<file path="src/hdl/lfned_pkg.sv">
// ----------------------------------------------------------------------------
// lfned_pkg: shared types and constants of the long file name entry decoder
// Command and status codes, field widths and the transaction structs that
// travel from the input register to the core and on to the result queue.
// ----------------------------------------------------------------------------
package lfned_pkg;

    localparam int CHARS_IN_ENTRY = 13;
    localparam int SHORT_NAME_LEN = 11;
    localparam int RESULT_DEPTH   = 4;

    localparam int SHORT_IDX_W = 4;
    localparam int CHAR_IDX_W  = 4;

    localparam logic [1:0] CMD_SHORT_BYTE = 2'd0;
    localparam logic [1:0] CMD_HEADER     = 2'd1;
    localparam logic [1:0] CMD_CHAR       = 2'd2;

    localparam logic [1:0] ST_CHAR      = 2'd0;
    localparam logic [1:0] ST_DONE      = 2'd1;
    localparam logic [1:0] ST_MISMATCH  = 2'd2;
    localparam logic [1:0] ST_NON_ASCII = 2'd3;

    localparam logic [15:0] PAD_CHAR   = 16'hFFFF;
    localparam int          LAST_FLAG_BIT = 6;

    typedef struct packed {
        logic [1:0]  command;
        logic [7:0]  short_name_byte;
        logic [7:0]  seq_num;
        logic [7:0]  entry_checksum;
        logic [15:0] ucs_char;
    } item_t;

    typedef struct packed {
        logic [7:0] ascii_char;
        logic [1:0] status;
        logic       last_of_run;
    } result_t;

    typedef struct packed {
        logic [1:0] count;
        result_t    first;
        result_t    second;
    } push_t;

endpackage

</file>
<file path="src/hdl/long_file_name_entry_decoder.sv">
// ----------------------------------------------------------------------------
// long_file_name_entry_decoder: long file name entry decoder
// Item channel: item_valid/item_stall with command, short_name_byte, seq_num,
// entry_checksum and ucs_char; a transaction completes when item_valid is
// high and item_stall is low. Result channel: result_valid/result_stall with
// ascii_char, status and last_of_run, same rule.
// An accepted item lands in an input register and is decoded from there
// once the result queue has room; its results go through the queue, whose
// head drives the result port. Throughput is one item per cycle while
// item_stall is low; each item makes zero, one or two results and the
// result port moves at most one per cycle, so a two-result item takes two
// result transactions. A four-entry result queue decouples the two
// channels; item_stall rises only while the input register holds an item
// and the queue has fewer than two free entries, i.e. when results come in
// faster than the receiver takes them. A stalled result holds its
// fields. Reset clears the checksum, indices, entry flags, halt flag and the
// queue; no result is valid after reset.
// ----------------------------------------------------------------------------
module long_file_name_entry_decoder
    import lfned_pkg::*;
#(
    parameter int RESULT_QUEUE_DEPTH = RESULT_DEPTH
)
(
    input  logic        clk,
    input  logic        rst_n,
    input  logic        item_valid,
    output logic        item_stall,
    input  logic [1:0]  command,
    input  logic [7:0]  short_name_byte,
    input  logic [7:0]  seq_num,
    input  logic [7:0]  entry_checksum,
    input  logic [15:0] ucs_char,
    output logic        result_valid,
    input  logic        result_stall,
    output logic [7:0]  ascii_char,
    output logic [1:0]  status,
    output logic        last_of_run
);

    item_t   item_reg;
    logic    stage_valid_reg, stage_valid_next;
    logic    accept;
    logic    fire;
    logic    has_room;
    push_t   push;
    result_t head;

    assign fire       = stage_valid_reg && has_room;
    assign item_stall = stage_valid_reg && !has_room;
    assign accept     = item_valid && !item_stall;

    always_comb
    begin
        stage_valid_next = stage_valid_reg;
        if (accept)
        begin
            stage_valid_next = 1'b1;
        end
        else if (fire)
        begin
            stage_valid_next = 1'b0;
        end
    end

    always_ff @(posedge clk)
    begin
        if (accept)
        begin
            item_reg <= '{command, short_name_byte, seq_num, entry_checksum, ucs_char};
        end
    end

    always_ff @(posedge clk or negedge rst_n)
    begin
        if (!rst_n)
        begin
            stage_valid_reg <= 1'b0;
        end
        else
        begin
            stage_valid_reg <= stage_valid_next;
        end
    end

    lfned_core u_core (
        .clk   (clk),
        .rst_n (rst_n),
        .fire  (fire),
        .item  (item_reg),
        .push  (push)
    );

    lfned_result_queue #(
        .DEPTH (RESULT_QUEUE_DEPTH)
    ) u_queue (
        .clk        (clk),
        .rst_n      (rst_n),
        .push       (push),
        .has_room   (has_room),
        .head_valid (result_valid),
        .head       (head),
        .head_taken (!result_stall)
    );

    assign ascii_char  = head.ascii_char;
    assign status      = head.status;
    assign last_of_run = head.last_of_run;

endmodule

</file>
<file path="src/hdl/lfned_core.sv">
// ----------------------------------------------------------------------------
// lfned_core: walk state and per-transaction decode
// Holds the short-name checksum and entry state, and turns one registered
// transaction into up to two results in a single pass.
// ----------------------------------------------------------------------------
module lfned_core
    import lfned_pkg::*;
(
    input  logic  clk,
    input  logic  rst_n,
    input  logic  fire,
    input  item_t item,
    output push_t push
);

    logic [7:0]             acc_reg, acc_next;
    logic [SHORT_IDX_W-1:0] sidx_reg, sidx_next;
    logic [CHAR_IDX_W-1:0]  cidx_reg, cidx_next;
    logic                   open_reg, open_next;
    logic                   final_reg, final_next;
    logic                   halted_reg, halted_next;

    logic                   restart;
    logic [7:0]             acc_base;
    logic [7:0]             acc_sum;
    logic [SHORT_IDX_W-1:0] sidx_base;
    logic [CHAR_IDX_W-1:0]  cidx_inc;

    assign restart = halted_reg || (sidx_reg == '0)
                     || (sidx_reg >= SHORT_IDX_W'(SHORT_NAME_LEN));
    assign acc_base  = restart ? 8'd0 : acc_reg;
    assign sidx_base = restart ? '0 : sidx_reg;
    // rotate right by one, then add
    assign acc_sum   = {acc_base[0], acc_base[7:1]} + item.short_name_byte;
    assign cidx_inc  = cidx_reg + CHAR_IDX_W'(1);

    always_comb
    begin
        acc_next    = acc_reg;
        sidx_next   = sidx_reg;
        cidx_next   = cidx_reg;
        open_next   = open_reg;
        final_next  = final_reg;
        halted_next = halted_reg;
        push        = '0;
        if (fire)
        begin
            unique case (item.command)
                CMD_SHORT_BYTE:
                begin
                    acc_next  = acc_sum;
                    sidx_next = sidx_base + SHORT_IDX_W'(1);
                    if (restart)
                    begin
                        halted_next = 1'b0;
                        open_next   = 1'b0;
                        final_next  = 1'b0;
                        cidx_next   = '0;
                    end
                end
                CMD_HEADER:
                begin
                    if (!halted_reg)
                    begin
                        if (item.entry_checksum != acc_reg)
                        begin
                            push.count  = 2'd1;
                            push.first  = '{8'd0, ST_MISMATCH, 1'b1};
                            halted_next = 1'b1;
                            open_next   = 1'b0;
                        end
                        else
                        begin
                            open_next  = 1'b1;
                            final_next = item.seq_num[LAST_FLAG_BIT];
                            cidx_next  = '0;
                        end
                    end
                end
                CMD_CHAR:
                begin
                    if (!halted_reg && open_reg)
                    begin
                        if (item.ucs_char == PAD_CHAR)
                        begin
                            open_next = 1'b0;
                            if (final_reg)
                            begin
                                push.count  = 2'd1;
                                push.first  = '{8'd0, ST_DONE, 1'b1};
                                halted_next = 1'b1;
                            end
                        end
                        else if (item.ucs_char[15:8] != 8'd0)
                        begin
                            push.count  = 2'd1;
                            push.first  = '{8'd0, ST_NON_ASCII, 1'b1};
                            halted_next = 1'b1;
                            open_next   = 1'b0;
                        end
                        else
                        begin
                            cidx_next   = cidx_inc;
                            push.count  = 2'd1;
                            push.first  = '{item.ucs_char[7:0], ST_CHAR, 1'b1};
                            if (cidx_inc >= CHAR_IDX_W'(CHARS_IN_ENTRY))
                            begin
                                open_next = 1'b0;
                                if (final_reg)
                                begin
                                    push.count  = 2'd2;
                                    push.first  = '{item.ucs_char[7:0], ST_CHAR, 1'b0};
                                    push.second = '{8'd0, ST_DONE, 1'b1};
                                    halted_next = 1'b1;
                                end
                            end
                        end
                    end
                end
                default:
                begin
                end
            endcase
        end
    end

    always_ff @(posedge clk or negedge rst_n)
    begin
        if (!rst_n)
        begin
            acc_reg    <= '0;
            sidx_reg   <= '0;
            cidx_reg   <= '0;
            open_reg   <= 1'b0;
            final_reg  <= 1'b0;
            halted_reg <= 1'b0;
        end
        else
        begin
            acc_reg    <= acc_next;
            sidx_reg   <= sidx_next;
            cidx_reg   <= cidx_next;
            open_reg   <= open_next;
            final_reg  <= final_next;
            halted_reg <= halted_next;
        end
    end

    // nothing but a new short name gets through after a halt
    a_halt_silent: assert property (@(posedge clk) disable iff (!rst_n)
        fire && halted_reg && (item.command != CMD_SHORT_BYTE) |-> push.count == 2'd0)
        else $error("result produced while halted");

    // a pair is always the last character followed by name complete
    a_pair_shape: assert property (@(posedge clk) disable iff (!rst_n)
        push.count == 2'd2 |-> (push.first.status == ST_CHAR)
                               && (push.second.status == ST_DONE))
        else $error("malformed result pair");

    // every non-character result halts the walk
    a_status_halts: assert property (@(posedge clk) disable iff (!rst_n)
        push.count == 2'd1 && push.first.status != ST_CHAR |=> halted_reg)
        else $error("terminal result without halt");

    a_char_idx_range: assert property (@(posedge clk) disable iff (!rst_n)
        open_reg |-> cidx_reg < CHAR_IDX_W'(CHARS_IN_ENTRY))
        else $error("character index past entry length while open");

endmodule

</file>
<file path="src/hdl/lfned_result_queue.sv">
// ----------------------------------------------------------------------------
// lfned_result_queue: small result queue
// Takes up to two results per cycle from the core and hands out one per
// transaction on the result channel; DEPTH must be a power of two, at least 2.
// ----------------------------------------------------------------------------
module lfned_result_queue
    import lfned_pkg::*;
#(
    parameter int DEPTH = RESULT_DEPTH
)
(
    input  logic    clk,
    input  logic    rst_n,
    input  push_t   push,
    output logic    has_room,
    output logic    head_valid,
    output result_t head,
    input  logic    head_taken
);

    localparam int PW = $clog2(DEPTH);
    localparam int CW = $clog2(DEPTH + 1);

    result_t         entry_reg [DEPTH];
    logic [PW-1:0]   wr_ptr_reg, wr_ptr_next;
    logic [PW-1:0]   rd_ptr_reg, rd_ptr_next;
    logic [CW-1:0]   count_reg, count_next;
    logic [PW-1:0]   wr_ptr_second;
    logic            pop;

    assign has_room      = count_reg <= CW'(DEPTH - 2);
    assign head_valid    = count_reg != '0;
    assign head          = entry_reg[rd_ptr_reg];
    assign pop           = head_valid && head_taken;
    assign wr_ptr_second = wr_ptr_reg + PW'(1);
    assign wr_ptr_next   = wr_ptr_reg + PW'(push.count);
    assign rd_ptr_next   = rd_ptr_reg + PW'(pop);
    assign count_next    = count_reg + CW'(push.count) - CW'(pop);

    always_ff @(posedge clk)
    begin
        if (push.count != 2'd0)
        begin
            entry_reg[wr_ptr_reg] <= push.first;
        end
        if (push.count == 2'd2)
        begin
            entry_reg[wr_ptr_second] <= push.second;
        end
    end

    always_ff @(posedge clk or negedge rst_n)
    begin
        if (!rst_n)
        begin
            wr_ptr_reg <= '0;
            rd_ptr_reg <= '0;
            count_reg  <= '0;
        end
        else
        begin
            wr_ptr_reg <= wr_ptr_next;
            rd_ptr_reg <= rd_ptr_next;
            count_reg  <= count_next;
        end
    end

    a_no_overflow: assert property (@(posedge clk) disable iff (!rst_n)
        push.count != 2'd0 |-> count_reg <= CW'(DEPTH) - CW'(push.count))
        else $error("result queue overflow");

    a_ptr_count: assert property (@(posedge clk) disable iff (!rst_n)
        count_reg < CW'(DEPTH) |-> (wr_ptr_reg - rd_ptr_reg) == PW'(count_reg))
        else $error("queue pointers disagree with count");

    a_count_range: assert property (@(posedge clk) disable iff (!rst_n)
        count_reg <= CW'(DEPTH))
        else $error("queue count out of range");

endmodule

</file>
<file path="config.mk">
export PLATFORM = sky130hd
export DESIGN_NAME = long_file_name_entry_decoder
export DESIGN_NICKNAME = d
export VERILOG_FILES = /design/src/hdl/lfned_pkg.sv /design/src/hdl/long_file_name_entry_decoder.sv /design/src/hdl/lfned_core.sv /design/src/hdl/lfned_result_queue.sv
export SDC_FILE = /design/constraint.sdc
export NUM_CORES = 1
export LEC_CHECK = 0
export CORE_UTILIZATION = 58
export DETAILED_ROUTE_END_ITERATION = 16
export DONT_BUFFER_PORTS = 1
export PLACE_DENSITY = 0.74
export SETUP_SLACK_MARGIN = 0.05
export SLEW_MARGIN = 30
export SYNTH_ARGS = -nofsm -noshare
export SYNTH_HDL_FRONTEND = slang
export SYNTH_HIERARCHICAL = 1
export SYNTH_SLANG_ARGS = --single-unit
</file>
<file path="constraint.sdc">
create_clock -name clk -period 4.8 [get_ports clk]
set_clock_uncertainty 0.05 [all_clocks]
set_input_delay 0.96 -clock clk [delete_from_list [all_inputs] [get_ports clk]]
set_output_delay 0.96 -clock clk [all_outputs]
set_load 0.1 [all_outputs]
</file>
Yosys cells after proc, flatten, opt, wreduce, memory -nomap -nowiden
Memories as Yosys holds them, arrays and structs flattened.
Cells that the tools add are included.
{"block": "word_totals", "output_inout_bits": 13, "reg_bits": 68, "mem_count": 1, "wordCells": 110, "ram_bits": 44}
{"block": "op_classes", "n_lt_le_gt_ge": 3, "addsub": 8, "reduce_logical": 24, "n_mux": 47, "n_eq_ne": 12}
{"memory": "u_queue.entry_reg", "depth": 4, "word_bits": 11, "rd": 1, "rd_ports_with_merged_regs": 0, "wr": 2, "line_no": "lfned_result_queue.sv:24", "source": "result_t entry_reg [DEPTH];"}
{"op": "$mux 24", "count": 4}
{"op": "$mux 13", "count": 3}
{"op": "$mux 11", "count": 3}
{"op": "$mux 4", "count": 7}
{"op": "$pmux 13 s2", "count": 1}
{"op": "$mux 12", "count": 2}
{"op": "$mux 1", "count": 22}
{"op": "$eq 16x16->1 const B", "count": 1}
{"op": "$pmux 4 s3", "count": 1}
{"op": "$reduce_and 5->1", "count": 2}
{"op": "$add 4x1->4 const B", "count": 2}
{"op": "$add 8x8->8", "count": 1}
{"op": "$ge 4x4->1 const B", "count": 2}
{"op": "$mux 8", "count": 1}
{"op": "$ne 2x2->1 const B", "count": 4}
{"op": "$ne 8x8->1", "count": 1}
{"op": "$reduce_and 8->1", "count": 1}
{"op": "$reduce_bool 8->1", "count": 1}
{"op": "$pmux 1 s3", "count": 2}
{"op": "$reduce_and 6->1", "count": 1}
{"op": "$reduce_bool 2->1", "count": 3}
{"op": "$reduce_bool 3->1", "count": 2}
{"op": "$logic_and 1x1->1", "count": 5}
{"op": "$eq 2x2->1 const B", "count": 2}
{"op": "other kinds (15)", "count": 20}

Longest topological paths before layout
{"block": "depth", "depth_word": 11, "depth_mapped": 12}

By module
The synthesis kept the hierarchy.
{"mod": "lfned_result_queue", "cells_per_inst": 148, "seq_area_each_um2": 1496.4, "n_inst": 1, "area_each_um2": 2658.8}
{"mod": "lfned_core", "cells_per_inst": 222, "seq_area_each_um2": 475.5, "n_inst": 1, "area_each_um2": 1859.3}
{"mod": "long_file_name_entry_decoder", "cells_per_inst": 49, "seq_area_each_um2": 1286.2, "n_inst": 1, "area_each_um2": 1328.8}

Worst setup path after synthesis
Ideal clock, no wire load.
{"block": "synth_timing", "path_kind": "register to register", "from": "register u_core.cidx_reg[0]", "to": "memory u_queue/entry_reg[0][0] in the netlist's numbering (enable)", "arrival_ns": 2.740, "path_buffers": 1, "path_slack_ns": 1.613, "setup_ns": 0.397, "stages_incl_launch_ff": 10, "synth_period_minus_slack_ns": 3.187, "path_cell_list": "dfrtp_1 > ha_1 > nor2b_1 > a22o_1 > a21oi_1 > o211ai_1 > a21oi_1 > buf_4 > nor2_1 > o31ai_1"}
{"item": "from (decl)", "line_no": "lfned_core.sv:18", "source": "logic [CHAR_IDX_W-1:0] cidx_reg, cidx_next;"}
{"item": "from (signal assigned)", "line_no": "lfned_core.sv:142", "source": "cidx_reg <= cidx_next;"}
{"item": "to (decl)", "line_no": "lfned_result_queue.sv:24"}

==> impl_metrics.py <==
metrics = {
    "run_status": {
        "outcome": "finished clean",
    },
    "worst_setup_path": {
        "crit_chain": "inv_1 -> ha_1 -> a21boi_1 -> nand2_1 -> a21oi_2 -> mux2i_1 -> nor2b_1 -> buf_4",
        "start_kind": "register",
        "path_max_fanout": 13,
        "critical_path_class": "reg -> reg",
        "crit_arrival_ps": 3520,
        "endpoint_kind": "register",
        "crit_slowest_cell": "a21boi_1",
        "cp_top_family": "compound AO/OA/AOI/OAI gates",
        "critPathRequiredTime_ps": 4850,
        "critPathBufInv": 2,
        "cp_slowest_stage_delay_ps": 570,
    },
    "placed_design": {
        "dp_cells": 530,
        "preCtsSetupSlack_ps": 1074,
        "dp_hpwl_um": 6936,
        "portBuffers": 0,
        "gp_congestion": 0.8640,
    },
    "die": {
        "dieWidth_um": 100.6,
        "ioPinCount": 59,
        "core_um2": 9328,
        "row_count": 35,
        "initial_core_util": 0.6043,
        "die_area_um2": 10120,
        "die-height_um": 100.6,
    },
    "clock_tree": {
        "cts_hold_buf": 0,
        "cts_tree": "done",
        "cts_resized": 0,
        "numCtsBuffers": 9,
        "clk_latency_ps": 380,
        "cts-root-buf": "clkbuf_8",
        "post_cts_buffers": 0,
        "htree_levels": 3,
        "cts_buffer_depth": 2,
        "cts_sinks": 106,
        "path_clk_slew_ps": 110,
    },
    "drt": {
        "first_pass_iters": 4,
        "vias_per_cell": 5.793,
        "wl_um": 9850,
        "wl_per_cell_um": 18.04,
        "num_vias": 3163,
        "drc_errors": 0,
        "ant_nets": 0,
        "dr.first_iter.drc_count": 147,
    },
    "finish": {
        "diodes": 0,
        "final_common_cell": "edfxtp_1",
        "layout_common_cells": "edfxtp_1 (79), nand2_1 (28), dfrtp_1 (27), mux2_2 (25), and2_1 (20)",
        "layout.nets": 477,
        "largest_reg_flops": 44,
        "fill_cells": 693,
        "area_growth_pct": 4.972,
        "drive_gt1_frac": 0.2206,
        "stdcell_count": 546,
    },
    "logic_synthesis": {
        "synth_warnings": 6,
        "synthCells": 412,
        "synth.cell_area_um2": 5637,
        "syn_avg_cell_area_um2": 13.68,
    },
    "sta": {
        "tightest_slew_ps": 914.5,
        "setup_viol": 0,
        "hold_viol_final": 0,
        "maxSlewHeadroom": 0.3916,
        "final_max_slew_viol_count": 0,
        "rsz0062_at_grt": "no",
        "finalCriticalPeriod_ps": 3477,
        "fmax_mhz": 287.6,
        "tns_ps": 0,
        "layout_setup_ws_ps": 1323,
        "fin_crit_sh": 0.7244,
    },
    "global_routing": {
        "first_global_vias": 3196,
        "grt_pass1_wl_um": 16430,
        "grt_usage": 0.2189,
        "antenna_found_initial": 0,
        "grt-ovfl-total": 0,
        "grt_start_max_net_pins": 36,
    },
    "flow_run": {
        "cap_violations": 0,
    },
    "power": {
        "powerDensity_nw_per_um2": 495.7,
        "leakage_nw": 2.280,
        "vdd_drop_max_uv": 272.6,
    },
    "hold_path": {
        "hold_path_class": "in -> async",
    },
}
-- stage by stage --
stage | utilization | power [mW] | instance area [um2] | hold WS [ps]
after detailed placement | 0.6114 | 2.376 | 5703 | 457.2
final | 0.6343 | 2.933 | 5917 | 211.2
after floorplan | - | 2.220 | 5667 | 429.3
after global placement | 0.6114 | 2.338 | 5703 | 448.8
after CTS | 0.6339 | 2.953 | 5913 | 198.7
after global routing | 0.6343 | 3.104 | 5917 | 193.5
-- final timing paths --
| check | start | endpoint | slack, ps | depth (start not counted) |
|---|---|---|---|---|
| max | item_reg[41] | u_queue/entry_reg[3][1] | 1320 | 8 |
| min | rst_n | u_queue/rd_ptr_reg[0] | 210 | 0 |
| max reg2reg | item_reg[41] | u_queue/entry_reg[3][1] | 1320 | 8 |
| min reg2reg | u_core/acc_reg[4] | u_core/acc_reg[4] | 480 | 2 |
| max in group asynchronous | rst_n | u_queue/wr_ptr_reg[0] | 4400 | 0 |
| min in group clk | u_core/acc_reg[4] | u_core/acc_reg[4] | 480 | 2 |
-- worst reg2reg max path: cells and delay by family, from the launching register on --
family	cells	cell delay (ps)
adder cells (fa/ha/maj)	1	290
AND/OR/NAND/NOR	2	710
buffers and inverters	2	380
AO/OA/AOI/OAI	2	1130
flip-flops	1	440
multiplexers	1	200
-- layout make-up --
type	count	area, um2	share of cell area
repair buffers	5	37.54	0.006344
clock buffers	10	127.6	0.02157
inverters	16	60.06	0.01015
flip-flops and latches	106	3048	0.5151
clock inverters	6	82.58	0.01396
well taps	129	161.4	0.02728
multi-input cells	274	2400	0.4056
-- routing by layer --
metal / wire length [um] / track usage / up-vias
met3: 305 / 0.03883 / 14
li1: - / - / 1521
met5: 0 / 0 / -
met1: 4507 / 0.2976 / 1563
met2: 4867 / 0.3546 / 65
met4: 170 / 0.08138 / 0
-- power by group --
part / internal (mW) / switching [mW] / leakage (nW)
registers: 1.16 / 0.194 / 1.12
logic: 0.336 / 0.663 / 1.05
clock network: 0.253 / 0.327 / 0.102
total: 1.75 / 1.18 / 2.28
Power figures use the tool's default switching activity.
